## config.mk

```make
export PLATFORM = sky130hd
export DESIGN_NAME = bump_arena_allocator_unit
export DESIGN_NICKNAME = d
export VERILOG_FILES = /design/src/rtl/bmpa_pkg.sv /design/src/rtl/bmpa_align.sv /design/src/rtl/bmpa_core.sv /design/src/rtl/bump_arena_allocator_unit.sv
export SDC_FILE = /design/constraint.sdc
export NUM_CORES = 1
export LEC_CHECK = 0
export BUFFER_PORTS_ARGS = -buffer_cell sky130_fd_sc_hd__buf_2
export CORE_ASPECT_RATIO = 0.75
export CORE_UTILIZATION = 60
export DETAILED_ROUTE_END_ITERATION = 8
export PLACE_DENSITY = 0.89
export SYNTH_ARGS = -nofsm -noshare
export SYNTH_HDL_FRONTEND = slang
export SYNTH_HIERARCHICAL = 1
export SYNTH_SLANG_ARGS = --single-unit
```

## constraint.sdc

```tcl
create_clock -name i_clk -period 12.7 [get_ports i_clk]
set_input_delay 0 -clock i_clk [delete_from_list [all_inputs] [get_ports i_clk]]
set_output_delay 0 -clock i_clk [all_outputs]
set_load 0.01 [all_outputs]
```

## src/rtl/bmpa_pkg.sv

```systemverilog
// Package for the bump arena allocator: field widths, fixed sizing constants,
// command and register codes, and the request and result word types.
// No dependencies.
package bmpa_pkg;

    localparam int SZ_W        = 21;
    localparam int ADDR_W      = 32;
    localparam int AL_W        = SZ_W + 1;
    localparam int CMD_W       = 2;
    localparam int CFG_IDX_W   = 1;
    localparam int CFG_DATA_W  = 32;
    localparam int IN_TDATA_W  = 80;
    localparam int OUT_TDATA_W = 104;

    localparam int SIZE_BITS = 20;
    localparam int ALIGNMENT = 16;

    localparam logic [SZ_W-1:0] CAP_RESET = SZ_W'(1048576);
    localparam logic [AL_W-1:0] SIZE_LIMIT =
        (SIZE_BITS >= AL_W) ? {AL_W{1'b1}} : (AL_W'(1) << SIZE_BITS);

    typedef enum logic [CMD_W-1:0] {
        CMD_ALLOC   = 2'd0,
        CMD_REALLOC = 2'd1,
        CMD_RESET   = 2'd2
    } t_cmd;

    typedef enum logic [CFG_IDX_W-1:0] {
        CFG_REGION_BASE = 1'b0,
        CFG_CAPACITY    = 1'b1
    } t_cfg_idx;

    typedef struct packed {
        logic [CMD_W-1:0]  command;
        logic              block_present;
        logic [ADDR_W-1:0] block_address;
        logic [SZ_W-1:0]   prior_size;
        logic [SZ_W-1:0]   request_size;
    } t_req;

    typedef struct packed {
        logic              ok;
        logic [ADDR_W-1:0] result_address;
        logic              copy_needed;
        logic [SZ_W-1:0]   copy_length;
        logic [SZ_W-1:0]   used_bytes;
        logic [SZ_W-1:0]   available_bytes;
    } t_result;

endpackage

```

## src/rtl/bmpa_align.sv

```systemverilog
// Two-stage round-up of a byte size to the next multiple of ALIGNMENT.
// The quotient comes from a reciprocal multiply, then is scaled back.
// Depends on bmpa_pkg.
module bmpa_align (
    input  logic                      i_clk,
    input  logic                      i_ld_q,
    input  logic                      i_ld_al,
    input  logic [bmpa_pkg::SZ_W-1:0] i_size,
    output logic [bmpa_pkg::AL_W-1:0] o_aligned
);
    import bmpa_pkg::*;

    localparam int LG    = $clog2(ALIGNMENT);
    localparam int SH    = AL_W + LG;
    localparam int MW    = AL_W + 2;
    localparam int PW    = AL_W + MW;
    localparam logic [MW-1:0] RECIP =
        MW'(((64'd1 << SH) + 64'(ALIGNMENT) - 64'd1) / 64'(ALIGNMENT));
    localparam logic [AL_W-1:0] ALIGN_V = AL_W'(ALIGNMENT);

    logic [AL_W-1:0] biased;
    logic [PW-1:0]   prod;
    logic [AL_W-1:0] n_q;
    logic [AL_W-1:0] r_q;
    logic [AL_W-1:0] n_al;
    logic [AL_W-1:0] r_al;

    always_comb begin
        biased = AL_W'(i_size) + AL_W'(ALIGNMENT - 1);
        prod   = PW'(biased) * PW'(RECIP);
        n_q    = AL_W'(prod >> SH);
        n_al   = r_q * ALIGN_V;
    end

    always_ff @(posedge i_clk) begin
        if (i_ld_q) begin
            r_q <= n_q;
        end
        if (i_ld_al) begin
            r_al <= n_al;
        end
    end

    assign o_aligned = r_al;

endmodule

```

## src/rtl/bmpa_core.sv

```systemverilog
// Arena state and configuration registers, the per-command decision logic
// and the result register. Depends on bmpa_pkg.
module bmpa_core (
    input  logic                            i_clk,
    input  logic                            i_rst_n,
    input  logic                            i_cfg_we,
    input  logic [bmpa_pkg::CFG_IDX_W-1:0]  i_cfg_idx,
    input  logic [bmpa_pkg::CFG_DATA_W-1:0] i_cfg_wdata,
    input  logic                            i_ld,
    input  logic                            i_valid,
    input  bmpa_pkg::t_req                  i_req,
    input  logic [bmpa_pkg::AL_W-1:0]       i_al_old,
    input  logic [bmpa_pkg::AL_W-1:0]       i_al_req,
    output bmpa_pkg::t_result               o_res
);
    import bmpa_pkg::*;

    logic [ADDR_W-1:0] r_base;
    logic [SZ_W-1:0]   r_cap;
    logic [SZ_W-1:0]   r_used;
    logic [SZ_W-1:0]   n_used;
    t_result           r_res;
    t_result           n_res;

    logic [AL_W-1:0]   eff_cap;
    logic [AL_W:0]     alloc_end;
    logic              alloc_fit;
    logic [ADDR_W-1:0] alloc_addr;
    logic [ADDR_W-1:0] start;
    logic [ADDR_W:0]   last_end;
    logic [ADDR_W:0]   move_end;
    logic              is_last;
    logic              move_fit;
    logic              req_zero;

    always_comb begin
        eff_cap    = ({1'b0, r_cap} < SIZE_LIMIT) ? {1'b0, r_cap} : SIZE_LIMIT;
        req_zero   = (i_req.request_size == '0);
        alloc_end  = (AL_W + 1)'(r_used) + (AL_W + 1)'(i_al_req);
        alloc_fit  = !req_zero && (alloc_end <= (AL_W + 1)'(eff_cap));
        alloc_addr = r_base + ADDR_W'(r_used);
        start      = i_req.block_address - r_base;
        last_end   = {1'b0, start} + (ADDR_W + 1)'(i_al_old);
        move_end   = {1'b0, start} + (ADDR_W + 1)'(i_al_req);
        is_last    = (last_end == (ADDR_W + 1)'(r_used));
        move_fit   = (move_end <= (ADDR_W + 1)'(eff_cap));

        n_used = r_used;
        n_res  = '0;
        unique case (i_req.command)
            CMD_ALLOC: begin
                if (alloc_fit) begin
                    n_res.ok             = 1'b1;
                    n_res.result_address = alloc_addr;
                    n_used               = SZ_W'(alloc_end);
                end
            end
            CMD_REALLOC: begin
                if (!i_req.block_present) begin
                    if (alloc_fit) begin
                        n_res.ok             = 1'b1;
                        n_res.result_address = alloc_addr;
                        n_used               = SZ_W'(alloc_end);
                    end
                end else if (!req_zero) begin
                    if (is_last) begin
                        if (move_fit) begin
                            n_res.ok             = 1'b1;
                            n_res.result_address = i_req.block_address;
                            n_used               = SZ_W'(move_end);
                        end
                    end else if (i_req.request_size <= i_req.prior_size) begin
                        n_res.ok             = 1'b1;
                        n_res.result_address = i_req.block_address;
                    end else if (alloc_fit) begin
                        n_res.ok             = 1'b1;
                        n_res.result_address = alloc_addr;
                        n_res.copy_needed    = 1'b1;
                        n_res.copy_length    = i_req.prior_size;
                        n_used               = SZ_W'(alloc_end);
                    end
                end
            end
            CMD_RESET: begin
                n_used   = '0;
                n_res.ok = 1'b1;
            end
            default: begin
            end
        endcase

        n_res.used_bytes      = n_used;
        n_res.available_bytes = (eff_cap > AL_W'(n_used)) ?
                                SZ_W'(eff_cap - AL_W'(n_used)) : '0;
    end

    always_ff @(posedge i_clk) begin
        if (!i_rst_n) begin
            r_base <= '0;
            r_cap  <= CAP_RESET;
            r_used <= '0;
        end else begin
            if (i_cfg_we) begin
                unique case (t_cfg_idx'(i_cfg_idx))
                    CFG_REGION_BASE: r_base <= ADDR_W'(i_cfg_wdata);
                    CFG_CAPACITY:    r_cap  <= SZ_W'(i_cfg_wdata);
                endcase
            end
            if (i_ld && i_valid) begin
                r_used <= n_used;
            end
        end
    end

    always_ff @(posedge i_clk) begin
        if (i_ld) begin
            r_res <= n_res;
        end
    end

    assign o_res = r_res;

endmodule

```

## src/rtl/bump_arena_allocator_unit.sv

```systemverilog
// Top level of the bump arena allocator: stream handshake, pipeline control,
// size rounding units and the arena core. Depends on bmpa_pkg, bmpa_align
// and bmpa_core.
//
//  channel  | direction | contents
//  ---------+-----------+---------------------------------------------------
//  s_axis   | in        | one command word per transfer
//  m_axis   | out       | one result word per command, in command order
//  cfg      | in        | register writes, region_base (0) and capacity (1)
//
// Four register stages: input, rounding quotient, rounded sizes, result.
// One command is taken every cycle unless the output stalls. Only the final
// stage reads and updates the used offset. Reset empties the arena and the
// pipeline and restores the configuration defaults. A stalled output holds
// its word and backs up the pipeline; empty stages fill while the output
// waits.
module bump_arena_allocator_unit (
    input  logic                               i_clk,
    input  logic                               i_rst_n,
    input  logic                               i_s_axis_tvalid,
    output logic                               o_s_axis_tready,
    // command, block_present, block_address, prior_size, request_size
    input  logic [bmpa_pkg::IN_TDATA_W-1:0]    i_s_axis_tdata,
    output logic                               o_m_axis_tvalid,
    input  logic                               i_m_axis_tready,
    // ok, result_address, copy_needed, copy_length, used_bytes,
    // available_bytes
    output logic [bmpa_pkg::OUT_TDATA_W-1:0]   o_m_axis_tdata,
    input  logic                               i_cfg_we,
    input  logic [bmpa_pkg::CFG_IDX_W-1:0]     i_cfg_idx,
    input  logic [bmpa_pkg::CFG_DATA_W-1:0]    i_cfg_wdata
);
    import bmpa_pkg::*;

    logic            r_v0;
    logic            r_v1;
    logic            r_v2;
    logic            r_v3;
    t_req            r_req0;
    t_req            r_req1;
    t_req            r_req2;
    t_req            in_req;
    logic            ld0;
    logic            ld1;
    logic            ld2;
    logic            ld3;
    logic [AL_W-1:0] al_old;
    logic [AL_W-1:0] al_req;
    t_result         res;

    always_comb begin
        in_req.command       = i_s_axis_tdata[1:0];
        in_req.block_present = i_s_axis_tdata[2];
        in_req.block_address = i_s_axis_tdata[34:3];
        in_req.prior_size    = i_s_axis_tdata[55:35];
        in_req.request_size  = i_s_axis_tdata[76:56];
    end

    assign ld3 = !r_v3 || i_m_axis_tready;
    assign ld2 = !r_v2 || ld3;
    assign ld1 = !r_v1 || ld2;
    assign ld0 = !r_v0 || ld1;

    always_ff @(posedge i_clk) begin
        if (!i_rst_n) begin
            r_v0 <= 1'b0;
            r_v1 <= 1'b0;
            r_v2 <= 1'b0;
            r_v3 <= 1'b0;
        end else begin
            if (ld0) begin
                r_v0 <= i_s_axis_tvalid;
            end
            if (ld1) begin
                r_v1 <= r_v0;
            end
            if (ld2) begin
                r_v2 <= r_v1;
            end
            if (ld3) begin
                r_v3 <= r_v2;
            end
        end
    end

    always_ff @(posedge i_clk) begin
        if (ld0) begin
            r_req0 <= in_req;
        end
        if (ld1) begin
            r_req1 <= r_req0;
        end
        if (ld2) begin
            r_req2 <= r_req1;
        end
    end

    bmpa_align u_align_old (
        .i_clk     (i_clk),
        .i_ld_q    (ld1),
        .i_ld_al   (ld2),
        .i_size    (r_req0.prior_size),
        .o_aligned (al_old)
    );

    bmpa_align u_align_req (
        .i_clk     (i_clk),
        .i_ld_q    (ld1),
        .i_ld_al   (ld2),
        .i_size    (r_req0.request_size),
        .o_aligned (al_req)
    );

    bmpa_core u_core (
        .i_clk       (i_clk),
        .i_rst_n     (i_rst_n),
        .i_cfg_we    (i_cfg_we),
        .i_cfg_idx   (i_cfg_idx),
        .i_cfg_wdata (i_cfg_wdata),
        .i_ld        (ld3),
        .i_valid     (r_v2),
        .i_req       (r_req2),
        .i_al_old    (al_old),
        .i_al_req    (al_req),
        .o_res       (res)
    );

    assign o_s_axis_tready = ld0;
    assign o_m_axis_tvalid = r_v3;
    assign o_m_axis_tdata  = {7'b0, res.available_bytes, res.used_bytes,
                              res.copy_length, res.copy_needed,
                              res.result_address, res.ok};

    a_reset_clears_out: assert property (@(posedge i_clk)
        !i_rst_n |=> !o_m_axis_tvalid)
        else $error("output valid after reset");

    a_copy_implies_ok: assert property (@(posedge i_clk) disable iff (!i_rst_n)
        (o_m_axis_tvalid && res.copy_needed) |-> res.ok)
        else $error("copy request on a failed command");

    a_fail_is_null: assert property (@(posedge i_clk) disable iff (!i_rst_n)
        (o_m_axis_tvalid && !res.ok) |->
            (res.result_address == '0 && res.copy_length == '0))
        else $error("failed command carries an address or copy length");

    a_avail_bounded: assert property (@(posedge i_clk) disable iff (!i_rst_n)
        o_m_axis_tvalid |->
            ((AL_W'(res.available_bytes) + AL_W'(res.used_bytes) <= SIZE_LIMIT) ||
             res.available_bytes == '0))
        else $error("used plus available exceeds the size limit");

endmodule
```

==> flow_metrics.tcl <==
set metrics [dict create \
    grt_pass1_vias 22600 \
    cp-startpoint "r_req2[47]" \
    fmax_mhz 82.8 \
    outcome "finished clean" \
    numPlacedInstances 3439 \
    synth_seq_cells 478 \
    fill_cells 3213 \
    ys.flop_type "edfxtp_1" \
    final_common_cell "edfxtp_1" \
    num_vias 23700 \
    drtIter0Drc 2765 \
    hpwl_um 69300 \
    p_total_mw 4.55 \
    power_switching_mw 1.47 \
    clock-sinks 478 \
    end_kind "flop" \
    multi_input_area_um2 13600 \
    setup.worst_path.start_class "flop" \
    numPortBuffers 213 \
    fp.dieArea_um2 47700 \
    ant_nets 0 \
    switching_share_pct 32.2 \
    slowest_stage "a41oi_2" \
    clk_pin_slew_ns 0.06 \
    slew_headroom_pct 21.7 \
    yosysTopAreaCell "edfxtp_1" \
    antenna_found_initial 5 \
    dieWidth_um 252 \
    cts.path.max_buffers 3 \
    rsz0062_at_grt "false" \
    synth_edf_count 400 \
    wirelength_um 95100 \
    grt_max_degree 84 \
    rows 68 \
    worstPathArrival_ns 12.35 \
    drive_gt1_share_pct 13.1 \
    wl_per_cell_um 26.1 \
    fin_cells 3636 \
    nets 3296 \
    pin_count 224 \
    power_density_nw_per_um2 140 \
    p_seq_share_pct 41.5 \
    finalClockSkew_ns 0.0513 \
    grt.total_usage_pct 39.3 \
    tightest_slew_ns 1.17 \
    finalSetupViolCount 0 \
    clock_power_share_pct 31.6 \
    cap_violations 0 \
    area_growth_pct 15.5 \
    root_buffer "clkbuf_16" \
    die_y_um 189 \
    hp-class "primary input to flop" \
    post-route-min-period_ns 12.08 \
    synthArstFlopShare_pct 0 \
    coreArea_um2 46100 \
    grt_pass1_wl_um 138000 \
    p_int_mw 3.08 \
    cts_made_buffers 45 \
    p_leak_nw 13.5 \
    hp-start "i_rst_n" \
    synth_cells 2660 \
    ctsResizeCount 0 \
    hold_viol 0 \
    seq_area_um2 13600 \
    cts_tree "done" \
    synth_top_cell_area_share_pct 42.7 \
    synth_area_leaders "edfxtp_1, ha_1, dfxtp_1" \
    initial_core_util_pct 61.0 \
    required_ns 12.98 \
    htree_num_levels 2 \
    drtPass1Iterations 6 \
    place.gp.congestion 1.07 \
    worst-path-max-fanout 21 \
    yosysSeqAreaShare_pct 48.3 \
    setup_tns_ns 0 \
    dp_slack_ns 1.23 \
    clkLatencyLatePin_ns 0.62 \
    cpPeakStageDelay_ns 0.85 \
    fin_crit_sh_pct 95.1 \
    yosysUniqueCellTypes 110 \
    maxSlewViolCount 0 \
    via_per_inst 6.51 \
    worstSetupPathType "flop to flop" \
    synth_warnings 6 \
    syn_area_um2 28100 \
    timing.final.ws_setup_ns 0.625 \
    rr_startpoint "r_req2[47]" \
    overflow 0 \
    peakVddDrop_mv 0.143 \
    drc 0 \
    final_cell_mix "edfxtp_1, nand2_1, buf_2, ha_1, a21oi_1" \
    synth.avg_cell_area_um2 10.6 \
    comb_power_share_pct 26.9 \
]
==> power by group through the flow <==
stage	logic [mW]	clock network [mW]	registers (mW)
2_1_floorplan	0.778	0	1.91
3_3_place_gp	1.10	0	1.91
3_5_place_dp	1.14	0	1.92
4_1_cts	1.17	1.43	1.88
5_1_grt	1.31	1.50	1.90
6_report	1.22	1.44	1.89
==> metrics by stage <==
step | hold WS, ns | utilization, % | instance area (um^2)
floorplan | 0.0989 | - | 28200
global placement | 0.177 | 64.6 | 29800
detailed placement | 0.178 | 64.6 | 29800
CTS | 0.0131 | 70.4 | 32500
global route | 0.0769 | 70.4 | 32500
finish | 0.0803 | 70.4 | 32500
==> cell families (layout without fill, tap and decap cells) <==
kind of cell               after synthesis  count (layout)  synth area share, %
muxes                                   21              21                0.761
AOI/OAI and AO/OA                      731             731                 18.1
adders and majority gates              209             209                 9.46
xor gates and xnor gates               163             163                 5.11
buffers and inverters                  241             573                 3.49
DFF                                    478             478                 48.3
and+or+nand+nor                        814             814                 14.8
other                                    3              17               0.0401
==> final cells by class <==
| cell class | instances | area share, % |
|---|---|---|
| antenna | 2 | 0.0154 |
| clock buffer | 59 | 3.69 |
| clock inverter | 23 | 1.07 |
| inverter | 137 | 1.61 |
| multi-input combinational | 1953 | 42.0 |
| sequential | 478 | 41.8 |
| tap | 630 | 2.43 |
| timing repair buffer | 354 | 7.41 |
==> layer usage <==
layer	share of wire [%]	GRT usage, %	wire, um	vias up
li1	-	-	-	10500
met1	40	54.0	38400	11400
met2	43	59.7	40900	1527
met3	12	9.82	11700	239
met4	4.1	15.0	3930	4
met5	0.17	2.24	161	-
==> registers in the layout (all words and copies together) (netlist names), 18 cells and up <==
register,cells
r_req1,77
u_core/r_cap,21
u_core/r_base,32
u_align_req/o_aligned,18
r_req0,77
u_align_old/o_aligned,18
u_core/o_res,97
u_align_old/r_q,18
u_core/r_used,21
r_req2,77
u_align_req/r_q,18
==> worst max-delay path, delay by kind of cell, from the launching register on <==
family,cells,cell delay [ns]
adder cells (fa/ha/maj),3,1.16
flip-flops,1,0.41
XOR/XNOR,1,0.52
AND/OR/NAND/NOR,2,0.50
AO/OA/AOI/OAI,28,9.13
==> final timing paths <==
kind | endpoint | slack (ns) | cells past startpoint
hold reg to reg | r_req2[22] | 0.42 | 0
setup / recovery | u_core/o_res[17] | 0.62 | 34
hold / removal | r_v1 | 0.08 | 3
setup reg to reg | u_core/o_res[17] | 0.62 | 34
==> what timing repair did <==
action	CTS	global route
hold buffers	113	0
setup buffers	0	0
endpoints found under the hold margin	134	0
==> synth_stat cells (12+ instances only) <==
cell and instances:
edfxtp_1 400, nand2_1 269, ha_1 203, a21oi_1 164
nor2_1 148, inv_1 136, xnor2_1 121, o21ai_0 118
dfxtp_1 78, a21o_1 76, nor3_1 71, clkbuf_1 68
a21boi_0 61, nand3_1 58, o21a_1 41, xor2_1 41
o211ai_1 36, nand4_1 34, and3_1 30, nor2b_1 28
a211oi_1 26, or3_1 26, and2_1 24, nand2b_1 23
a22o_1 20, mux2i_1 18, a31oi_1 16, o211a_1 16
o31ai_1 16, buf_2 15, buf_4 15, or2_2 15
o21bai_1 14, a22oi_1 12, nor3b_1 12, nor4_1 12
Note: power is estimated with default switching activity, not from simulation.
